## config.mk

```make
export PLATFORM = sky130hd
export DESIGN_NAME = infix_expression_evaluator_core
export DESIGN_NICKNAME = d
export VERILOG_FILES = /design/src/design/iee_pkg.sv /design/src/design/iee_muldiv.sv /design/src/design/infix_expression_evaluator_core.sv
export SDC_FILE = /design/constraint.sdc
export NUM_CORES = 1
export LEC_CHECK = 0
export ABC_AREA = 1
export BUFFER_PORTS_ARGS = -buffer_cell sky130_fd_sc_hd__buf_2
export CORE_MARGIN = 4
export CORE_UTILIZATION = 55
export CTS_CLUSTER_SIZE = 10
export DETAILED_ROUTE_END_ITERATION = 10
export HOLD_SLACK_MARGIN = 0.1
export PLACE_DENSITY = 0.71
export SLEW_MARGIN = 20
export SYNTH_ARGS = -nofsm -noshare
export SYNTH_HDL_FRONTEND = slang
export SYNTH_SLANG_ARGS = --single-unit
export TNS_END_PERCENT = 20
```

## constraint.sdc

```tcl
create_clock -name clock -period 11.31 [get_ports clock]
set_input_delay 0.5655 -clock clock [delete_from_list [all_inputs] [get_ports clock]]
set_output_delay 0.5655 -clock clock [all_outputs]
set_load 0.01 [all_outputs]
```

## src/design/iee_pkg.sv

```systemverilog
// ----------------------------------------------------------------------------
// Infix expression evaluator package
// Character codes, pending-operator codes and the request/status bundles of
// the shared multiply/divide unit.
// ----------------------------------------------------------------------------
package iee_pkg;

   localparam int VALUE_WIDTH = 32;

   localparam logic [7:0] CHAR_ZERO  = 8'h30;
   localparam logic [7:0] CHAR_NINE  = 8'h39;
   localparam logic [7:0] CHAR_SPACE = 8'h20;
   localparam logic [7:0] CHAR_PLUS  = 8'h2B;
   localparam logic [7:0] CHAR_STAR  = 8'h2A;
   localparam logic [7:0] CHAR_SLASH = 8'h2F;

   typedef enum logic [1:0] {
      PEND_NONE = 2'd0,
      PEND_MUL  = 2'd1,
      PEND_DIV  = 2'd2
   } pend_type;

   typedef enum logic {
      OP_MUL = 1'b0,
      OP_DIV = 1'b1
   } op_type;

   typedef struct packed {
      logic   start;
      op_type op;
   } mdu_req_type;

   typedef struct packed {
      logic done;
      logic dz;
   } mdu_sts_type;

endpackage

```

## src/design/iee_muldiv.sv

```systemverilog
// ----------------------------------------------------------------------------
// Iterative multiply/divide unit
// Shift-add multiply (low half kept) and restoring signed divide truncating
// toward zero, one bit per cycle through one shared adder.
// ----------------------------------------------------------------------------
module iee_muldiv #(
   parameter int DATA_WIDTH = 32
) (
   input  logic                    clock,
   input  logic                    reset,
   input  iee_pkg::mdu_req_type    req,
   input  logic [DATA_WIDTH-1:0]   opa,
   input  logic [DATA_WIDTH-1:0]   opb,
   output iee_pkg::mdu_sts_type    sts,
   output logic [DATA_WIDTH-1:0]   result
);

   localparam int CW = $clog2(DATA_WIDTH);

   typedef enum logic [2:0] {
      U_IDLE = 3'b001,
      U_RUN  = 3'b010,
      U_FIX  = 3'b100
   } ustate_type;

   ustate_type            state_ff, state_in;
   iee_pkg::op_type       op_ff, op_in;
   logic                  neg_ff, neg_in;
   logic                  dz_ff, dz_in;
   logic                  done_ff, done_in;
   logic [CW-1:0]         cnt_ff, cnt_in;
   logic [DATA_WIDTH:0]   rem_ff, rem_in;
   logic [DATA_WIDTH-1:0] opa_ff, opa_in;
   logic [DATA_WIDTH-1:0] opb_ff, opb_in;
   logic [DATA_WIDTH-1:0] result_ff, result_in;

   logic [DATA_WIDTH-1:0] mag_a, mag_b;
   logic [DATA_WIDTH:0]   rem_shift;
   logic [DATA_WIDTH+1:0] add_x, add_y, sum;
   logic                  add_c, ge;

   assign mag_a     = opa[DATA_WIDTH-1] ? (~opa + 1'b1) : opa;
   assign mag_b     = opb[DATA_WIDTH-1] ? (~opb + 1'b1) : opb;
   assign rem_shift = {rem_ff[DATA_WIDTH-1:0], opa_ff[DATA_WIDTH-1]};

   always_comb begin
      if (op_ff == iee_pkg::OP_DIV) begin
         add_x = {1'b0, rem_shift};
         add_y = ~{2'b00, opb_ff};
         add_c = 1'b1;
      end else begin
         add_x = {2'b00, rem_ff[DATA_WIDTH-1:0]};
         add_y = {2'b00, opa_ff};
         add_c = 1'b0;
      end
   end

   assign sum = add_x + add_y + {{(DATA_WIDTH+1){1'b0}}, add_c};
   assign ge  = ~sum[DATA_WIDTH+1];

   always_comb begin
      state_in  = state_ff;
      op_in     = op_ff;
      neg_in    = neg_ff;
      dz_in     = dz_ff;
      done_in   = 1'b0;
      cnt_in    = cnt_ff;
      rem_in    = rem_ff;
      opa_in    = opa_ff;
      opb_in    = opb_ff;
      result_in = result_ff;
      unique case (state_ff)
         U_IDLE: begin
            if (req.start) begin
               op_in  = req.op;
               dz_in  = 1'b0;
               rem_in = '0;
               cnt_in = CW'(DATA_WIDTH - 1);
               if (req.op == iee_pkg::OP_DIV) begin
                  opa_in = mag_a;
                  opb_in = mag_b;
                  neg_in = opa[DATA_WIDTH-1] ^ opb[DATA_WIDTH-1];
                  if (opb == '0) begin
                     dz_in    = 1'b1;
                     opa_in   = '0;
                     neg_in   = 1'b0;
                     state_in = U_FIX;
                  end else begin
                     state_in = U_RUN;
                  end
               end else begin
                  opa_in   = opa;
                  opb_in   = opb;
                  neg_in   = 1'b0;
                  state_in = U_RUN;
               end
            end
         end
         U_RUN: begin
            if (op_ff == iee_pkg::OP_DIV) begin
               rem_in = ge ? sum[DATA_WIDTH:0] : rem_shift;
               opa_in = {opa_ff[DATA_WIDTH-2:0], ge};
            end else begin
               if (opb_ff[0]) begin
                  rem_in = {1'b0, sum[DATA_WIDTH-1:0]};
               end
               opa_in = {opa_ff[DATA_WIDTH-2:0], 1'b0};
               opb_in = {1'b0, opb_ff[DATA_WIDTH-1:1]};
            end
            cnt_in = cnt_ff - CW'(1);
            if (cnt_ff == '0) begin
               state_in = U_FIX;
            end
         end
         U_FIX: begin
            done_in = 1'b1;
            if (op_ff == iee_pkg::OP_DIV) begin
               result_in = neg_ff ? (~opa_ff + 1'b1) : opa_ff;
            end else begin
               result_in = rem_ff[DATA_WIDTH-1:0];
            end
            state_in = U_IDLE;
         end
         default: begin
            state_in = U_IDLE;
         end
      endcase
   end

   always_ff @(posedge clock) begin
      if (reset) begin
         state_ff <= U_IDLE;
         done_ff  <= 1'b0;
      end else begin
         state_ff <= state_in;
         done_ff  <= done_in;
      end
      op_ff     <= op_in;
      neg_ff    <= neg_in;
      dz_ff     <= dz_in;
      cnt_ff    <= cnt_in;
      rem_ff    <= rem_in;
      opa_ff    <= opa_in;
      opb_ff    <= opb_in;
      result_ff <= result_in;
   end

   assign sts    = '{done: done_ff, dz: dz_ff};
   assign result = result_ff;

endmodule

```

## src/design/infix_expression_evaluator_core.sv

```systemverilog
// ----------------------------------------------------------------------------
// Infix expression evaluator core
// Takes an expression one character per transfer (digits, spaces, + - * /,
// tlast on the final character) and returns one 32-bit result per expression,
// with precedence of * and / over + and -, truncating division, and wrapping
// at DATA_WIDTH bits; tuser flags a division by zero. After a digit or a space
// that is not the final character the input stays ready. An operator, or the
// end, that closes a * or / operand runs the shared shift-add/restoring
// multiply-divide unit one bit per cycle (with a zero divisor the unit skips
// the bit loop), and a final character may close two such operands; any
// other operator does not use the unit.
// The input is not ready while a character is being worked on. The result
// waits in an output register, and the next expression may start meanwhile.
// ----------------------------------------------------------------------------
module infix_expression_evaluator_core #(
   parameter int DATA_WIDTH = 32
) (
   input  logic        clock,
   input  logic        reset,
   input  logic        req_tvalid,
   output logic        req_tready,
   input  logic [7:0]  req_tdata,   // [7:0] ch
   input  logic        req_tlast,
   output logic        rsp_tvalid,
   input  logic        rsp_tready,
   output logic [31:0] rsp_tdata,   // [31:0] value
   output logic [0:0]  rsp_tuser    // [0] div_by_zero
);

   localparam int DW = DATA_WIDTH;
   localparam int VW = iee_pkg::VALUE_WIDTH;

   typedef enum logic [3:0] {
      S_IDLE = 4'b0001,
      S_FIN  = 4'b0010,
      S_WAIT = 4'b0100,
      S_POST = 4'b1000
   } state_type;

   state_type          state_ff, state_in;
   logic [DW-1:0]      accum_ff, accum_in;
   logic [DW-1:0]      term_ff, term_in;
   logic [DW-1:0]      number_ff, number_in;
   logic               sign_ff, sign_in;
   iee_pkg::pend_type  pend_ff, pend_in;
   logic               error_ff, error_in;
   logic [7:0]         ch_ff, ch_in;
   logic               op_ff, op_in;
   logic               last_ff, last_in;
   logic               rsp_valid_ff, rsp_valid_in;
   logic [VW-1:0]      rsp_data_ff, rsp_data_in;
   logic               rsp_dz_ff, rsp_dz_in;

   iee_pkg::mdu_req_type mdu_req;
   iee_pkg::mdu_sts_type mdu_sts;
   logic [DW-1:0]        mdu_result;

   logic               accept;
   logic               is_digit;
   logic               is_space;
   logic [3:0]         digit;
   logic [7:0]         ch_off;
   logic [DW-1:0]      commit_val;
   logic [DW+VW-1:0]   value_ext;

   assign req_tready = (state_ff == S_IDLE);
   assign accept     = req_tvalid && req_tready;
   assign is_digit   = (req_tdata >= iee_pkg::CHAR_ZERO) && (req_tdata <= iee_pkg::CHAR_NINE);
   assign is_space   = (req_tdata == iee_pkg::CHAR_SPACE);
   assign ch_off     = req_tdata - iee_pkg::CHAR_ZERO;
   assign digit      = ch_off[3:0];
   assign commit_val = sign_ff ? (accum_ff - term_ff) : (accum_ff + term_ff);
   assign value_ext  = {{VW{1'b0}}, commit_val};

   assign mdu_req.start = (state_ff == S_FIN) && (pend_ff != iee_pkg::PEND_NONE);
   assign mdu_req.op    = (pend_ff == iee_pkg::PEND_DIV) ? iee_pkg::OP_DIV : iee_pkg::OP_MUL;

   iee_muldiv #(
      .DATA_WIDTH (DW)
   ) u_muldiv (
      .clock  (clock),
      .reset  (reset),
      .req    (mdu_req),
      .opa    (term_ff),
      .opb    (number_ff),
      .sts    (mdu_sts),
      .result (mdu_result)
   );

   always_comb begin
      state_in     = state_ff;
      accum_in     = accum_ff;
      term_in      = term_ff;
      number_in    = number_ff;
      sign_in      = sign_ff;
      pend_in      = pend_ff;
      error_in     = error_ff;
      ch_in        = ch_ff;
      op_in        = op_ff;
      last_in      = last_ff;
      rsp_valid_in = rsp_valid_ff && !rsp_tready;
      rsp_data_in  = rsp_data_ff;
      rsp_dz_in    = rsp_dz_ff;
      unique case (state_ff)
         S_IDLE: begin
            if (accept) begin
               ch_in   = req_tdata;
               last_in = req_tlast;
               op_in   = !is_digit && !is_space;
               if (is_digit) begin
                  number_in = (number_ff << 3) + (number_ff << 1)
                            + {{(DW-4){1'b0}}, digit};
               end
               if (req_tlast || op_in) begin
                  state_in = S_FIN;
               end
            end
         end
         S_FIN: begin
            if (pend_ff == iee_pkg::PEND_NONE) begin
               term_in   = number_ff;
               number_in = '0;
               state_in  = S_POST;
            end else begin
               state_in = S_WAIT;
            end
         end
         S_WAIT: begin
            if (mdu_sts.done) begin
               term_in   = mdu_result;
               error_in  = error_ff || mdu_sts.dz;
               pend_in   = iee_pkg::PEND_NONE;
               number_in = '0;
               state_in  = S_POST;
            end
         end
         S_POST: begin
            if (op_ff) begin
               op_in = 1'b0;
               if (ch_ff == iee_pkg::CHAR_STAR) begin
                  pend_in = iee_pkg::PEND_MUL;
               end else if (ch_ff == iee_pkg::CHAR_SLASH) begin
                  pend_in = iee_pkg::PEND_DIV;
               end else begin
                  accum_in = commit_val;
                  term_in  = '0;
                  sign_in  = (ch_ff != iee_pkg::CHAR_PLUS);
               end
               state_in = last_ff ? S_FIN : S_IDLE;
            end else if (!rsp_valid_ff || rsp_tready) begin
               rsp_valid_in = 1'b1;
               rsp_data_in  = value_ext[VW-1:0];
               rsp_dz_in    = error_ff;
               accum_in     = '0;
               term_in      = '0;
               number_in    = '0;
               sign_in      = 1'b0;
               pend_in      = iee_pkg::PEND_NONE;
               error_in     = 1'b0;
               last_in      = 1'b0;
               state_in     = S_IDLE;
            end
         end
         default: begin
            state_in = S_IDLE;
         end
      endcase
   end

   always_ff @(posedge clock) begin
      if (reset) begin
         state_ff     <= S_IDLE;
         accum_ff     <= '0;
         term_ff      <= '0;
         number_ff    <= '0;
         sign_ff      <= 1'b0;
         pend_ff      <= iee_pkg::PEND_NONE;
         error_ff     <= 1'b0;
         op_ff        <= 1'b0;
         last_ff      <= 1'b0;
         rsp_valid_ff <= 1'b0;
      end else begin
         state_ff     <= state_in;
         accum_ff     <= accum_in;
         term_ff      <= term_in;
         number_ff    <= number_in;
         sign_ff      <= sign_in;
         pend_ff      <= pend_in;
         error_ff     <= error_in;
         op_ff        <= op_in;
         last_ff      <= last_in;
         rsp_valid_ff <= rsp_valid_in;
      end
      ch_ff       <= ch_in;
      rsp_data_ff <= rsp_data_in;
      rsp_dz_ff   <= rsp_dz_in;
   end

   assign rsp_tvalid   = rsp_valid_ff;
   assign rsp_tdata    = rsp_data_ff;
   assign rsp_tuser[0] = rsp_dz_ff;

   a_done_in_wait: assert property (@(posedge clock) disable iff (reset)
      mdu_sts.done |-> state_ff == S_WAIT)
      else $error("muldiv completion outside wait state");

   a_rsp_from_post: assert property (@(posedge clock) disable iff (reset)
      $rose(rsp_valid_ff) |-> $past(state_ff == S_POST))
      else $error("result loaded outside post state");

   a_start_pending: assert property (@(posedge clock) disable iff (reset)
      mdu_req.start |=> state_ff == S_WAIT)
      else $error("muldiv start without wait");

endmodule
```

==> results.py, run 1 <==
metrics = {
    "synth": {
        "ys_seq_area_share_pct": 32.7,
        "ys_async_sr_fraction_pct": 0,
        "synth_nets": 3656,
        "synthFlopType": "edfxtp_1",
        "synth_warnings": 0,
        "syn-instance-count": 3512,
        "yosysUniqueCellTypes": 54,
        "syn_avg_cell_area_um2": 6.56,
        "yosys_register_bits": 288,
        "synth_edf_count": 177,
        "syn_area_mm2": 0.0230,
    },
    "worst_setup_path": {
        "cp.arrival_ns": 4.71,
        "critical_path_class": "reg -> reg",
        "crit_slowest_cell": "buf_4",
        "crit_top_cell": "nand2_1",
        "crit_path_end_kind": "flop",
        "critPathLaunchType": "flop",
        "cp.required_ns": 11.61,
        "crit_chain": "buf_4 -> buf_4 -> nor2_1 -> a21oi_1 -> ha_1 -> nand2_1 -> inv_1 -> nand2_1 -> nand3_1 -> nand2_1 -> nand2_1 -> a21oi_1 -> nand2_1 -> nand3_1 -> nand3_1 -> ha_1 -> nand2_1 -> inv_2 -> a21oi_1 -> o21ai_0 -> o21ai_0 -> nand2_1 -> inv_1",
        "critPathMaxFanout": 57,
        "critPathMaxStageDelay_ns": 0.55,
    },
    "global_routing": {
        "gr-total-overflow": 0,
        "grt_pass1_vias": 21800,
        "grt_pass1_wl_mm": 121,
        "grtUsageTotal_pct": 34.3,
        "grt_start_max_net_pins": 87,
        "antenna_found_initial": 4,
    },
    "clocking": {
        "clkSlewWorstSetupHoldPaths_ns": 0.06,
        "cts_made_buffers": 37,
        "cts_sinks": 288,
        "clockRootBuffer": "clkbuf_16",
        "clk_latency_ns": 0.57,
        "cts.htree.levels": 2,
        "post-cts-setup-buffers": 0,
        "hold_buffers": 0,
        "cts_resized": 0,
        "ctsLongestPathBuffers": 3,
        "cts_tree": "done",
    },
    "drt": {
        "routed_wl_mm": 78.8,
        "ant_nets": 0,
        "first_pass_iters": 8,
        "vias": 23600,
        "drc": 0,
        "via_per_inst": 5.78,
        "drt_iter0_markers": 2412,
        "route.detailed.wl_per_inst_um": 19.3,
    },
    "power_and_ir_drop": {
        "power.leakage_uw": 0.0123,
        "power_frac_comb_pct": 35.4,
        "ir_drop_uv": 135,
        "pwr-share-seq_pct": 33.2,
        "power_switching_uw": 1400,
        "power_density_mw_per_mm2": 145,
        "p_sw_share_pct": 39.0,
        "p_int_uw": 2200,
        "clkPwrFrac_pct": 31.4,
    },
    "place": {
        "placed_cells_incl_taps": 4008,
        "port_buffers": 47,
        "dp_hpwl_mm": 61.3,
        "place.gp.congestion": 0.976,
        "place_area_mm2": 0.0237,
    },
    "timing": {
        "worst_slew_pin_slew_ns": 1.10,
        "whs_ns": 0.217,
        "fin_skew_ns": 0.0341,
        "setup_tns_ns": 0,
        "hold_viol_final": 0,
        "rsz0062_at_grt": "false",
        "maxSlewViolCount": 0,
        "fin_crit_ns": 4.41,
        "final-setup-viol-count": 0,
        "relSlewSlack_pct": 26.4,
        "period_share_pct": 39.0,
        "clock.fmax_mhz": 227,
    },
    "layout": {
        "final_util_pct": 60.4,
        "nets": 3659,
        "stdcell_count": 4074,
        "final_common_cell": "nand2_1",
        "fin_area_mm2": 0.0248,
        "layout_common_cells": "nand2_1, inv_1, nor2_1, a21oi_1, o21ai_0",
        "area_growth_pct": 7.67,
        "drive_gt1_share_pct": 5.54,
    },
    "floorplanning": {
        "fp.coreArea_mm2": 0.0411,
        "pin_count": 48,
        "rows": 74,
        "die_y_um": 213,
        "dieArea_mm2": 0.0452,
        "initial_core_util_pct": 56.1,
        "die_w_um": 213,
    },
    "worst_hold_path": {
        "hold_path_class": "in -> reg",
    },
    "run": {
        "drv_cap": 0,
    },
    "outcome": {
        "status": "complete, no violations",
    },
}
## layout make-up
| type | count | area [um2] |
|---|---|---|
| Inverter | 541 | 2030 |
| Timing Repair Buffer | 68 | 393 |
| Multi-Input combinational cell | 2579 | 13100 |
| Sequential cell | 288 | 7540 |
| Fill cell | 4010 | 16300 |
| Tap cell | 532 | 666 |
| Clock buffer | 57 | 1080 |
| Antenna cell | 2 | 5.00 |
| Clock inverter | 7 | 37.5 |
## routing by layer
metal | track usage, % | part of all wire, % | wire [um] | vias up
met5 | 0 | 0.093 | 73 | -
met4 | 10.7 | 3.2 | 2550 | 6
met3 | 8.89 | 10 | 7960 | 171
met2 | 53.3 | 44 | 34800 | 988
met1 | 47.1 | 42 | 33400 | 11000
li1 | - | - | - | 11400
## final timing paths
path,start,endpoint,slack (ns),cells past startpoint
max reg2reg,u_muldiv.op_ff$_DFFE_PP_,u_muldiv.rem_ff[6]$_SDFFCE_PN0P_,6.90,23
min,req_tdata[5],ch_ff[5]$_DFFE_PP_,0.22,1
max,u_muldiv.op_ff$_DFFE_PP_,u_muldiv.rem_ff[6]$_SDFFCE_PN0P_,6.90,23
min reg2reg,error_ff$_SDFFE_PP0P_,rsp_tuser$_DFFE_PP_,0.45,0
## logic make-up after synthesis
group,synth area share [%]
simple gates,31.9
buf+inv,10.8
compound gates,14.6
flops,32.7
fa+ha+maj,7.27
xor+xnor,2.77
## power groups by stage
stage                     combinational (uW)  sequential (uW)  clock, uW
after global placement                  1230             1220          0
after global routing                    1420             1200       1190
final                                   1280             1200       1130
after floorplan                          885             1210          0
after detailed placement                1250             1220          0
after CTS                               1250             1200       1140
## state kept, by name, summed over array words and instances (netlist names), 2 cells and up
name / cells
accum_ff: 32
rsp_tdata: 32
u_muldiv.cnt_ff: 5
u_muldiv.state_ff: 3
pend_ff: 2
term_ff: 32
u_muldiv.opa_ff: 32
u_muldiv.rem_ff: 32
state_ff: 4
u_muldiv.result: 32
u_muldiv.opb_ff: 32
number_ff: 32
ch_ff: 8
## cell usage after synthesis, drive strengths merged (7+ instances only)
cell    number  area (um2)
nor3        34         203
inv        540        2030
o21ai      258        1300
o21bai      12        90.1
a31oi       23         144
buf         37         198
xor2        66         578
ha         126        1580
edfxtp     177        5320
nand4       35         219
nor2       323        1280
clkbuf      67         251
xnor2        7        61.3
o31ai        7        52.6
and2        18         113
or2          9        56.3
nand3b      10        75.1
dfxtp      111        2220
nand3      218        1200
o211ai      20         150
nand2     1105        4180
a21oi      272        1430
## critical path: cells and delay by family, from the launching register on
kind	cells	cell delay, ns
buf+inv	5	1.53
simple gates	11	0.99
compound gates	5	0.66
fa+ha+maj	2	0.56
flops	1	0.37
## through the flow
stage	setup slack [ns]	power [uW]
floorplan	7.53	2100
global placement	6.78	2450
detailed placement	6.69	2470
CTS	6.67	3590
global route	6.53	3800
finish	6.90	3610
Power figures use the tool's default switching activity.
==> inputs of run 2 (changes only) <==
--- a/config.mk
+++ b/config.mk
@@ -12,7 +12,7 @@
 export CTS_CLUSTER_SIZE = 10
 export DETAILED_ROUTE_END_ITERATION = 10
 export HOLD_SLACK_MARGIN = 0.1
-export PLACE_DENSITY = 0.71
+export PLACE_DENSITY = 0.74
 export SLEW_MARGIN = 20
 export SYNTH_ARGS = -nofsm -noshare
 export SYNTH_HDL_FRONTEND = slang
==> constraint.sdc (replaced) <==
create_clock -name clock -period 3.8 [get_ports clock]
set_input_delay 0.19 -clock clock [delete_from_list [all_inputs] [get_ports clock]]
set_output_delay 0.19 -clock clock [all_outputs]
set_load 0.01 [all_outputs]
==> run 2 against run 1 <==
Against the previous run: register-to-register slack got worse by 6.7 ns; critical path depth shrank 4; die area unchanged; total power rose to 3.1 times the previous value; worst setup slack worse by 6.7 ns; combinational power grew to 3.0 times the previous value; worst hold slack got worse by 0.028 ns; count of clock-buffer cells in the layout is 4 higher.
==> results.py, run 2 (synthesis gave the netlist of run 1 again) <==
metrics = {
    "outcome": {
        "status": "complete, no violations",
    },
    "global_routing": {
        "grt_pass1_vias": 22400,
        "gr-total-overflow": 0,
        "grt_pass1_wl_mm": 124,
        "grt_start_max_net_pins": 75,
        "antenna_found_initial": 2,
        "grtUsageTotal_pct": 34.9,
    },
    "worst_setup_path": {
        "critical_path_class": "reg -> reg",
        "crit_cells": 19,
        "critPathMaxFanout": 26,
        "crit_top_cell": "nand2_1",
        "r2r_start": "u_muldiv.op_ff$_DFFE_PP_",
        "r2r_end": "u_muldiv.rem_ff[18]$_SDFFCE_PN0P_",
        "cp_top_family": "buffers and inverters",
        "cp.arrival_ns": 3.94,
        "worst-path-buf-inv": 5,
        "critPathMaxStageDelay_ns": 0.49,
        "crit_chain": "inv_4 -> buf_12 -> buf_4 -> o21ai_0 -> ha_1 -> nand2_2 -> nor2_1 -> nor2_1 -> nand2_1 -> a21oi_1 -> nand2_1 -> nand3_1 -> nand3_1 -> ha_1 -> nand2_1 -> buf_4 -> nand2_1 -> o21ai_0 -> inv_1",
        "critPathLaunchType": "flop",
        "crit_slowest_cell": "edfxtp_1",
        "startpoint": "u_muldiv.op_ff$_DFFE_PP_",
        "crit_path_end_kind": "flop",
        "r2r_slack_ns": 0.18,
        "cp.required_ns": 4.12,
        "ff2ff_path_depth": 19,
    },
    "place": {
        "place.gp.congestion": 1.00,
        "port_buffers": 47,
        "dp_hpwl_mm": 62.6,
        "placed_cells_incl_taps": 4045,
    },
    "floorplanning": {
        "die_y_um": 213,
        "fp.coreArea_mm2": 0.0411,
        "die_w_um": 213,
        "rows": 74,
        "dieArea_mm2": 0.0452,
        "initial_core_util_pct": 56.1,
        "pin_count": 48,
    },
    "power_and_ir_drop": {
        "power.leakage_uw": 0.0127,
        "power_frac_comb_pct": 34.2,
        "p_int_uw": 6970,
        "ir_drop_uv": 309,
        "p_sw_share_pct": 37.6,
        "power_switching_uw": 4200,
        "power_density_mw_per_mm2": 438,
        "clkPwrFrac_pct": 33.7,
        "pwr-share-seq_pct": 32.1,
    },
    "timing": {
        "clock.fmax_mhz": 276,
        "whs_ns": 0.189,
        "period_share_pct": 95.4,
        "maxSlewViolCount": 0,
        "hold_viol_final": 0,
        "worst_slew_pin_slew_ns": 1.09,
        "fin_skew_ns": 0.0168,
        "final-setup-viol-count": 0,
        "rsz0062_at_grt": "true",
        "fin_crit_ns": 3.62,
        "relSlewSlack_pct": 27.1,
    },
    "clocking": {
        "cts_sinks": 288,
        "ctsLongestPathBuffers": 3,
        "clkSlewWorstSetupHoldPaths_ns": 0.06,
        "clockRootBuffer": "clkbuf_16",
        "cts.htree.levels": 2,
        "clk_latency_ns": 0.57,
        "cts_made_buffers": 38,
        "cts_tree": "done",
    },
    "drt": {
        "drt_iter0_markers": 2796,
        "vias": 23900,
        "top_layer": "met5",
        "ant_nets": 0,
        "route.detailed.wl_per_inst_um": 19.6,
        "drc": 0,
        "via_per_inst": 5.80,
        "first_pass_iters": 6,
        "routedLengthMet1_mm": 34.1,
        "routed_wl_mm": 81.0,
        "wl_met3_mm": 8.80,
        "route.met2.wl_mm": 35.1,
    },
    "layout": {
        "antenna_cells": 0,
        "nets": 3713,
        "drive_gt1_share_pct": 6.95,
        "stdcell_count": 4131,
        "area_growth_pct": 10.7,
        "final_common_cell": "nand2_1",
        "layout_common_cells": "nand2_1, inv_1, nor2_1, a21oi_1, o21ai_0",
    },
    "worst_hold_path": {
        "whs_path_depth": 3,
        "hold_path_startpoint": "reset",
        "hold_path_class": "in -> reg",
        "worst_hold_path.endpoint": "u_muldiv.state_ff[0]$_SDFFE_PP1P_",
    },
    "run": {
        "drv_cap": 0,
    },
}
run 2: changes by cell type in the layout (fill, tap and decap cells not counted), moves of 3 or more:
cell / delta
buf_4: +34
dlygate4sd3_1: +11
buf_12: +4
bufinv_16: +4
clkbuf_16: +3
nor2_2: +3
run 2: metal layers:
metal	vias to the layer above	GRT usage [%]
met4	4	11.6
met5	-	0
li1	11500	-
met3	201	9.23
met2	1132	54.1
met1	11100	48.0
run 2: area by class of cell:
| cell class | instances | area, um2 |
|---|---|---|
| fillers | 3890 | 15600 |
| multi-input cells | 2579 | 13100 |
| flip-flops and latches | 288 | 7540 |
| inverters | 541 | 2040 |
| clock buffers | 61 | 1140 |
| repair buffers | 121 | 915 |
| well taps | 532 | 666 |
| clock inverters | 9 | 143 |
run 2: power by group through the flow:
| stage | sequential (uW) | clock, uW | combinational (uW) |
|---|---|---|---|
| global route | 3590 | 3940 | 4240 |
| CTS | 3580 | 3790 | 3750 |
| finish | 3580 | 3760 | 3820 |
| global placement | 3640 | 0 | 3660 |
| detailed placement | 3640 | 0 | 3710 |
| floorplan | 3600 | 0 | 2630 |
run 2: how the worst max path moves through the flow:
| stage | endpoint | slack (ns) |
|---|---|---|
| floorplan | u_muldiv.rem_ff[17]$_SDFFCE_PN0P_ | 0.02 |
| global placement | rsp_tdata[23]$_DFFE_PP_ | 0.28 |
| detailed placement | rsp_tdata[28]$_DFFE_PP_ | 0.24 |
| CTS | rsp_tdata[23]$_DFFE_PP_ | 0.21 |
| global route | u_muldiv.rem_ff[20]$_SDFFCE_PN0P_ | -0.02 |
| finish | u_muldiv.rem_ff[18]$_SDFFCE_PN0P_ | 0.18 |
run 2: worst register-to-register path: stages (launching register included):
cell      delay, ns
edfxtp_1       0.49
inv_4          0.18
buf_12         0.18
buf_4          0.21
o21ai_0        0.11
ha_1           0.38
nand2_2        0.12
nor2_1         0.05
nor2_1         0.14
nand2_1        0.08
a21oi_1        0.16
nand2_1        0.10
nand3_1        0.07
nand3_1        0.08
ha_1           0.30
nand2_1        0.14
buf_4          0.27
nand2_1        0.08
o21ai_0        0.17
inv_1          0.06
run 2: per-stage QoR:
| stage | setup TNS [ns] | power, uW | instance area [um2] | setup slack (ns) | utilization [%] |
|---|---|---|---|---|---|
| after detailed placement | 0 | 7350 | 24000 | 0.244 | 58.4 |
| after CTS | 0 | 11100 | 25400 | 0.211 | 61.8 |
| after global routing | -0.0405 | 11800 | 25500 | -0.0162 | 62.1 |
| after global placement | 0 | 7300 | 24000 | 0.284 | 58.4 |
| after floorplan | 0 | 6240 | 23000 | 0.0177 | - |
| final | 0 | 11200 | 25500 | 0.175 | 62.1 |
run 2: what timing repair did:
action | 4_1_cts | 5_1_grt
hold buffers | 11 | 0
endpoints found under the setup margin | 0 | 28
buffers inserted | 0 | 3
resized for setup | 0 | 13
hold endpoints to repair | 15 | 0
